[src/design/mhpq_pkg.sv]
`timescale 1ns / 1ps
package mhpq_pkg;
  localparam int Capacity = 128;
  localparam int AddrW = $clog2(Capacity);
  localparam int CountW = $clog2(Capacity + 1);
  localparam int IdW = 16;
  localparam int PriW = 4;
  localparam int EntryW = IdW + PriW;
  localparam logic [PriW-1:0] MaxPri = 4'd10;

  typedef enum logic [1:0] {
    OP_INSERT = 2'd0,
    OP_EXTRACT = 2'd1,
    OP_UPDATE = 2'd2,
    OP_NONE = 2'd3
  } op_e;

  typedef enum logic [1:0] {
    ST_OK = 2'd0,
    ST_EMPTY = 2'd1,
    ST_FULL = 2'd2,
    ST_NOT_FOUND = 2'd3
  } status_e;

  typedef enum logic [3:0] {
    S_IDLE, S_EX_RD0, S_EX_RDL, S_UP_RD, S_UP_CMP, S_DN_RL, S_DN_RR, S_DN_CMP,
    S_SRCH, S_RESP
  } heap_state_e;

  typedef struct packed {
    logic [IdW-1:0] id;
    logic [PriW-1:0] pri;
  } entry_t;
endpackage

[src/design/mhpq_ram.sv]
`timescale 1ns / 1ps
module mhpq_ram (
  input  logic                      clk_i,
  input  logic                      we_i,
  input  logic [mhpq_pkg::AddrW-1:0] waddr_i,
  input  mhpq_pkg::entry_t          wdata_i,
  input  logic [mhpq_pkg::AddrW-1:0] raddr_i,
  output mhpq_pkg::entry_t          rdata_o
);
  mhpq_pkg::entry_t mem [mhpq_pkg::Capacity];

  always_ff @(posedge clk_i) begin
    if (we_i) begin
      mem[waddr_i] <= wdata_i;
    end
    rdata_o <= mem[raddr_i];
  end
endmodule

[src/design/max_heap_priority_queue.sv]
`timescale 1ns / 1ps
// channel  direction  signals
// in       input      in_valid_i / in_ready_o, operation_i, entry_id_i, priority_req_i
// out      output     out_valid_o / out_ready_i, status_o, out_id_o, out_priority_o, occupancy_o
// one request at a time; the heap ram has a registered read and separate read and write ports
// insert: reads and compares the parent for each level climbed, then checks the children at the final slot
// extract: reads the root and the last entry, then reads and compares both children for each level descended
// update: searches the entries one by one (up to 128), then sifts the found entry
// rst_ni clears the entry count and control; ram contents need no reset
// in_ready_o is low from acceptance until the response is taken
module max_heap_priority_queue (
  input  logic        clk_i,
  input  logic        rst_ni,
  input  logic        in_valid_i,
  output logic        in_ready_o,
  input  logic [1:0]  operation_i,
  input  logic [15:0] entry_id_i,
  input  logic [3:0]  priority_req_i,
  output logic        out_valid_o,
  input  logic        out_ready_i,
  output logic [1:0]  status_o,
  output logic [15:0] out_id_o,
  output logic [3:0]  out_priority_o,
  output logic [7:0]  occupancy_o
);
  localparam int AW = mhpq_pkg::AddrW;
  localparam int CW = mhpq_pkg::CountW;
  localparam int PW = mhpq_pkg::PriW;

  mhpq_pkg::heap_state_e state_q, state_d;
  logic [CW-1:0] cnt_q, cnt_d;
  logic [AW-1:0] pos_q, pos_d;
  mhpq_pkg::entry_t cur_q, cur_d, l_q, l_d;
  logic [1:0] st_q, st_d;
  logic [15:0] oid_q, oid_d;
  logic [3:0] opr_q, opr_d;
  logic [CW-1:0] srch_q, srch_d;

  logic we;
  logic [AW-1:0] waddr, raddr;
  mhpq_pkg::entry_t wdata, rdata;

  mhpq_ram u_ram (
    .clk_i(clk_i), .we_i(we), .waddr_i(waddr), .wdata_i(wdata),
    .raddr_i(raddr), .rdata_o(rdata)
  );

  logic [CW:0] lc, rc;
  logic [AW-1:0] par;
  logic lc_ok, rc_ok, take_l, take_r, up_move, found, srch_last, full, empty;
  logic [PW-1:0] pri_clamp;

  assign lc = (CW+1)'({pos_q, 1'b1});
  assign rc = lc + (CW+1)'(1);
  assign par = (pos_q - AW'(1)) >> 1;
  assign lc_ok = lc < (CW+1)'(cnt_q);
  assign rc_ok = rc < (CW+1)'(cnt_q);
  assign take_l = l_q.pri > cur_q.pri;
  assign take_r = rc_ok && (rdata.pri > (take_l ? l_q.pri : cur_q.pri));
  assign up_move = cur_q.pri > rdata.pri;
  assign found = rdata.id == cur_q.id;
  assign srch_last = (srch_q + CW'(1)) >= cnt_q;
  assign full = cnt_q >= CW'(mhpq_pkg::Capacity);
  assign empty = cnt_q == '0;
  assign pri_clamp = (priority_req_i > mhpq_pkg::MaxPri) ? mhpq_pkg::MaxPri : priority_req_i;

  always_ff @(posedge clk_i or negedge rst_ni) begin
    if (!rst_ni) begin
      state_q <= mhpq_pkg::S_IDLE;
      cnt_q <= '0;
      pos_q <= '0;
      cur_q <= '0;
      l_q <= '0;
      st_q <= '0;
      oid_q <= '0;
      opr_q <= '0;
      srch_q <= '0;
    end else begin
      state_q <= state_d;
      cnt_q <= cnt_d;
      pos_q <= pos_d;
      cur_q <= cur_d;
      l_q <= l_d;
      st_q <= st_d;
      oid_q <= oid_d;
      opr_q <= opr_d;
      srch_q <= srch_d;
    end
  end

  always_comb begin
    state_d = state_q;
    case (state_q)
      mhpq_pkg::S_IDLE: begin
        if (in_valid_i) begin
          case (mhpq_pkg::op_e'(operation_i))
            mhpq_pkg::OP_INSERT: state_d = full ? mhpq_pkg::S_RESP : mhpq_pkg::S_UP_RD;
            mhpq_pkg::OP_EXTRACT: state_d = empty ? mhpq_pkg::S_RESP : mhpq_pkg::S_EX_RD0;
            mhpq_pkg::OP_UPDATE: state_d = empty ? mhpq_pkg::S_RESP : mhpq_pkg::S_SRCH;
            default: state_d = mhpq_pkg::S_RESP;
          endcase
        end
      end
      mhpq_pkg::S_EX_RD0: state_d = mhpq_pkg::S_EX_RDL;
      mhpq_pkg::S_EX_RDL: state_d = empty ? mhpq_pkg::S_RESP : mhpq_pkg::S_DN_RL;
      mhpq_pkg::S_UP_RD: state_d = (pos_q == '0) ? mhpq_pkg::S_DN_RL : mhpq_pkg::S_UP_CMP;
      mhpq_pkg::S_UP_CMP: state_d = up_move ? mhpq_pkg::S_UP_RD : mhpq_pkg::S_DN_RL;
      mhpq_pkg::S_DN_RL: state_d = lc_ok ? mhpq_pkg::S_DN_RR : mhpq_pkg::S_RESP;
      mhpq_pkg::S_DN_RR: state_d = mhpq_pkg::S_DN_CMP;
      mhpq_pkg::S_DN_CMP: state_d = (take_r || take_l) ? mhpq_pkg::S_DN_RL : mhpq_pkg::S_RESP;
      mhpq_pkg::S_SRCH: begin
        if (found) state_d = mhpq_pkg::S_UP_RD;
        else if (srch_last) state_d = mhpq_pkg::S_RESP;
      end
      mhpq_pkg::S_RESP: if (out_ready_i) state_d = mhpq_pkg::S_IDLE;
      default: state_d = mhpq_pkg::S_IDLE;
    endcase
  end

  // the moving entry is held in cur_q and written once at its final slot
  always_comb begin
    cnt_d = cnt_q;
    pos_d = pos_q;
    cur_d = cur_q;
    l_d = l_q;
    st_d = st_q;
    oid_d = oid_q;
    opr_d = opr_q;
    srch_d = srch_q;
    we = 1'b0;
    waddr = pos_q;
    wdata = cur_q;
    raddr = '0;
    case (state_q)
      mhpq_pkg::S_IDLE: begin
        if (in_valid_i) begin
          st_d = 2'(mhpq_pkg::ST_OK);
          oid_d = '0;
          opr_d = '0;
          srch_d = '0;
          cur_d = '{id: entry_id_i, pri: pri_clamp};
          case (mhpq_pkg::op_e'(operation_i))
            mhpq_pkg::OP_INSERT: begin
              if (full) st_d = 2'(mhpq_pkg::ST_FULL);
              else begin
                pos_d = cnt_q[AW-1:0];
                cnt_d = cnt_q + CW'(1);
              end
            end
            mhpq_pkg::OP_EXTRACT: begin
              if (empty) st_d = 2'(mhpq_pkg::ST_EMPTY);
              else cnt_d = cnt_q - CW'(1);
            end
            mhpq_pkg::OP_UPDATE: begin
              if (empty) st_d = 2'(mhpq_pkg::ST_NOT_FOUND);
            end
            default: ;
          endcase
        end
      end
      mhpq_pkg::S_EX_RD0: begin
        oid_d = rdata.id;
        opr_d = rdata.pri;
        raddr = cnt_q[AW-1:0];
      end
      mhpq_pkg::S_EX_RDL: begin
        cur_d = rdata;
        pos_d = '0;
      end
      mhpq_pkg::S_UP_RD: raddr = par;
      mhpq_pkg::S_UP_CMP: begin
        if (up_move) begin
          we = 1'b1;
          wdata = rdata;
          pos_d = par;
        end
      end
      mhpq_pkg::S_DN_RL: begin
        if (lc_ok) raddr = lc[AW-1:0];
        else we = 1'b1;
      end
      mhpq_pkg::S_DN_RR: begin
        l_d = rdata;
        raddr = rc[AW-1:0];
      end
      mhpq_pkg::S_DN_CMP: begin
        we = 1'b1;
        if (take_r) begin
          wdata = rdata;
          pos_d = rc[AW-1:0];
        end else if (take_l) begin
          wdata = l_q;
          pos_d = lc[AW-1:0];
        end
      end
      mhpq_pkg::S_SRCH: begin
        raddr = AW'(srch_q + CW'(1));
        if (found) pos_d = srch_q[AW-1:0];
        else if (srch_last) st_d = 2'(mhpq_pkg::ST_NOT_FOUND);
        else srch_d = srch_q + CW'(1);
      end
      default: ;
    endcase
  end

  always_comb begin
    in_ready_o = (state_q == mhpq_pkg::S_IDLE);
    out_valid_o = (state_q == mhpq_pkg::S_RESP);
    status_o = st_q;
    out_id_o = oid_q;
    out_priority_o = opr_q;
    occupancy_o = 8'(cnt_q);
  end

  assert property (@(posedge clk_i) disable iff (!rst_ni)
    cnt_q <= CW'(mhpq_pkg::Capacity)) else $error("count overflow");
  assert property (@(posedge clk_i) disable iff (!rst_ni)
    out_valid_o |-> !in_ready_o) else $error("busy overlap");
  assert property (@(posedge clk_i) disable iff (!rst_ni)
    (out_valid_o && status_o != 2'(mhpq_pkg::ST_OK)) |-> (out_id_o == '0))
    else $error("id on error");
endmodule
[config.mk]
export PLATFORM = sky130hd
export DESIGN_NAME = max_heap_priority_queue
export DESIGN_NICKNAME = d
export VERILOG_FILES = /design/src/design/mhpq_pkg.sv /design/src/design/mhpq_ram.sv /design/src/design/max_heap_priority_queue.sv
export SDC_FILE = /design/constraint.sdc
export NUM_CORES = 2
export LEC_CHECK = 0
export ABC_AREA = 1
export BUFFER_PORTS_ARGS = -buffer_cell sky130_fd_sc_hd__buf_2
export CAP_MARGIN = 20
export CORE_UTILIZATION = 46
export CTS_CLUSTER_DIAMETER = 80
export CTS_CLUSTER_SIZE = 10
export DETAILED_ROUTE_END_ITERATION = 10
export PLACE_DENSITY = 0.65
export SLEW_MARGIN = 30
export SYNTH_ARGS = -nofsm -noshare
export SYNTH_HDL_FRONTEND = slang
export SYNTH_HIERARCHICAL = 1
export SYNTH_SLANG_ARGS = --single-unit
[constraint.sdc]
create_clock -name clk_i -period 8.6 [get_ports clk_i]
set_input_delay 1.72 -clock clk_i [delete_from_list [all_inputs] [get_ports clk_i]]
set_output_delay 1.72 -clock clk_i [all_outputs]
set_load 0.02 [all_outputs]
==> run summary <==
The run finished, with violations left. The checks that failed: DRC. Across the whole layout, storage elements account for approximately 80000 sq um.

The largest total area in the synthesized netlist belongs to sky130_fd_sc_hd__edfxtp_1. The post-synthesis cell count is 9360. After synthesis, the cell types taking the most area are sky130_fd_sc_hd__edfxtp_1 70%, sky130_fd_sc_hd__nand3_1 12%, sky130_fd_sc_hd__nand2_1 9.6%.

The proportion of synthesized chip area in sequential cells is 72.5%. The global-route usage over all layers is 25.9%. The post-route netlist has under 10% of its cells at a drive strength greater than 1.

In this run, the combinational gates consume around 42% of the power. The first-pass GRT wire length came out at ~470000 um. The final setup TNS came out at 0 ns. Summing all multi-input logic gate instances after layout gives roughly 27000 sq um. In this run the critical register-to-register path is launched from pos_q[0]$_DFFE_PN0P_.

The fraction of power spent switching nets came out at between 40 and 50%. The mapped cell area came out at approximately 110000 sq um. The number of synthesized register bits came out at about 2700.

In the final routed layout, each cell accounts on average for ~25 um. In the routed layout, each cell is associated on average with a via count of 5.95. In this run the most critical hold path is launched from status_o[0]$_DFFE_PN0P_.

After floorplanning, the core was sized to cover approximately 240000 sq um. Per report_power, the sequential group accounts for between 30% and 40% of the total. The area of the die came out at between 200000 and 250000 sq um. The sum of routed wire length over all layers came out at between 300000 and 400000 um. The power per cell area came out at ~410 nW/um^2. Summing over every cut layer, the via total after detailed routing is 74900. The number of hold buffers added after cts is 0. The number of max-slew violations in the final report is 0. The number of levels the H-tree was split into came out at 5. The cell row count came out at ~180.

The proportion of netlist area held by the largest area contributor came out at 70.1%. The number of global-route vias before repair is about 70000. The final design area excluding fillers is about 120000 sq um. The number of remaining DRC errors came out at 2. Once detailed placement completed, the half-perimeter wirelength came to 173000 um. Counting the buffers created by CTS gives around 320. The number of cells upsized or downsized after cts is 0. The register-to-register setup slack is 2.95 ns.

After the first detailed-routing iteration, the DRC count stood at 9807. The worst setup path is captured at a flop. The mean instance size in the synthesized netlist came out at ~12 sq um. The final count of negative-setup-slack endpoints is 0. The highest attainable clock frequency came out at roughly 180 MHz. In the layout the commonest cells are 2804 x sky130_fd_sc_hd__nand2_1, 2578 x sky130_fd_sc_hd__nand3_1, 2560 x sky130_fd_sc_hd__edfxtp_1. The relative area change from synthesis to final layout came out at 11.5%. Along the worst path, the maximum fanout reaches 86. The number of clock sinks came out at about 2700. In the finished design, the share of the clock period the worst path needs comes to approximately 66%. TritonCTS built the clock tree. For the worst setup path, the data arrival time is between 6 and 7 ns.

The tightest min-delay check is of the flop to flop type. STA classifies the critical path startpoint as a flop. The width of the chip came out at ~500 um. The leftover overflow at the end of global routing is 0.

In this run, the clock network consumes 22.7% of the power. The detailed-router iteration count before antenna repair came out at 9. The largest net degree at the start of global routing is between 150 and 200. Tracing the worst setup path back leads to its startpoint at pos_q[0]$_DFFE_PN0P_. The CTS root buffer is sky130_fd_sc_hd__clkbuf_16. The minimum clock period is about 5.6 ns. The number of ports placed on the die boundary came out at 58. The cell area after placement came out at roughly 110000 sq um. In this run the static leakage power is approximately 43 nW. The initial antenna violation count is 9. The floorplan die height came out at just under 500 um. Setup repair after global routing left no endpoint under its margin. The unique cell type count in the Yosys netlist is 53. The insertion delay to the later sink of the worst-skew pair came out at approximately 0.96 ns. The starting utilization of the core area came out at a little under half. In the final design database the tool counted 9419 nets. The library cell used most frequently in the layout, excluding fill and tap cells, is sky130_fd_sc_hd__nand2_1. Once the clock tree was built, the setup fixing pass inserted 0 buffers. The worst-margin pin slew came out at roughly 1.0 ns.

The critical path in this run is classified as flop to flop. The worst-case headroom to the max-slew limit came out at around 30%. The count of final hold-check violations came out at 0.

The cell-internal power came out at 29.0 mW. Across the VDD grid, the largest voltage drop is about 0.44 mV. The total of buffers placed on input and output ports came out at 57. The buffer depth of the longest clock path came out at 4. The critical path data required time came out at 9.48 ns. The detail route stage leaves a number of antenna-violating nets equal to 0. The worst clock skew came out at about 0.066 ns.

The Yosys step of the flow raised 6 warnings. The placer congestion estimate is 0.873. The net count after synthesis came out at ~9400. The clock-pin slew on the worst setup and hold paths is around 0.060 ns. The number of max-cap violations is 0. The switching power of the nets is roughly 22 mW.

The end-of-flow core utilization is 51.8%. The layout has 19800 filler cells.
-- routing by layer --
layer  track usage (%)  part of all wire [%]
met1              36.6                    40
met2              39.4                    45
met3              5.45                    11
met4              9.77                   3.8
met5                 0                 0.093
-- state kept, by name, indices dropped and copies added, names as in the netlist --
signal / count
cur_q: 20
l_q: 20
occupancy_o: 8
out_id_o: 16
out_priority_o: 4
pos_q: 7
srch_q: 8
state_q: 4
status_o: 2
u_ram/mem: 2560
u_ram/rdata_o: 20
-- worst max-delay path: stages, from the launching register on --
cell and delay, ns:
sky130_fd_sc_hd__dfrtp_1 0.55, sky130_fd_sc_hd__inv_1 0.25, sky130_fd_sc_hd__ha_1 0.23, sky130_fd_sc_hd__o21ai_0 0.21, sky130_fd_sc_hd__nand4_1 0.14, sky130_fd_sc_hd__nand3_1 0.42, sky130_fd_sc_hd__o2111ai_4 0.43, sky130_fd_sc_hd__inv_8 0.66
sky130_fd_sc_hd__buf_4 0.57, sky130_fd_sc_hd__buf_4 0.63, sky130_fd_sc_hd__nand2_1 0.12, sky130_fd_sc_hd__nand3_1 0.10, sky130_fd_sc_hd__nand3_1 0.14, sky130_fd_sc_hd__nand3_1 0.13, sky130_fd_sc_hd__nand3_1 0.24, sky130_fd_sc_hd__nand3_1 0.16
sky130_fd_sc_hd__nand3_1 0.36, sky130_fd_sc_hd__nand2_1 0.18
-- power by group through the flow --
stage	sequential (mW)	combinational (mW)	clock [mW]
CTS	17.8	21.0	11.7
global placement	18.1	20.6	0
detailed placement	18.0	21.0	0
finish	17.8	21.4	11.5
floorplan	18.4	13.1	0
global route	17.8	22.9	12.1
-- cells by family (layout without fill, tap and decap cells) --
family,count (synthesis),in the layout,synth area share [%]
and+or+nand+nor,5646,5646,22.5
DFF,2669,2669,72.5
buffers and inverters,746,819,3.04
AOI/OAI and AO/OA,223,223,1.19
adders and majority gates,45,45,0.520
xor gates and xnor gates,31,31,0.248
other,0,3,0
-- path summary, 6_finish.rpt --
check                      depth (start not counted)                         to
max                                               17  u_ram/rdata_o[18]$_DFF_P_
max in group asynchronous                          2       pos_q[1]$_DFFE_PN0P_
min                                                2    status_o[0]$_DFFE_PN0P_
max reg2reg                                       17  u_ram/rdata_o[18]$_DFF_P_
min in group asynchronous                          1   out_id_o[14]$_DFFE_PN0P_
min reg2reg                                        2    status_o[0]$_DFFE_PN0P_
-- through the flow --
stage          hold slack (ns)  setup WS (ns)  cells  total power [mW]
2_1_floorplan            0.453           1.89   9360              31.5
3_3_place_gp             0.467           3.02  12200              38.7
3_5_place_dp             0.473           3.02  12200              39.0
4_1_cts                  0.487           3.02  12600              50.5
5_1_grt                  0.512           2.63  12600              52.9
6_report                 0.484           2.95  12600              50.7
-- synthesized netlist by cell type, drive strengths merged --
master / number
nand2: 2816
nand3: 2589
edfxtp: 2560
buf: 463
nor2: 204
clkbuf: 143
inv: 139
o21ai: 107
dfrtp: 89
a21oi: 51
ha: 44
o211ai: 26
o22ai: 24
dfxtp: 20
xnor2: 18
nor3: 15
nand4: 14
xor2: 13
a211oi: 3
o221ai: 3
or2: 3
a221oi: 2
nand3b: 2
nor4: 2
o2111ai: 2
o21a: 2
a31oi: 1
and3: 1
clkinv: 1
fa: 1
o21bai: 1
o31ai: 1
-- layout make-up --
cell class / count / share of cell area (%)
flip-flops and latches: 2669 / 65.0
multi-input cells: 5945 / 22.4
clock buffers: 397 / 6.85
well taps: 3150 / 3.22
repair buffers: 275 / 1.95
inverters: 140 / 0.454
clock inverters: 7 / 0.0522
diodes: 3 / 0.00614
No activity file was read; power rests on OpenSTA's default activity.
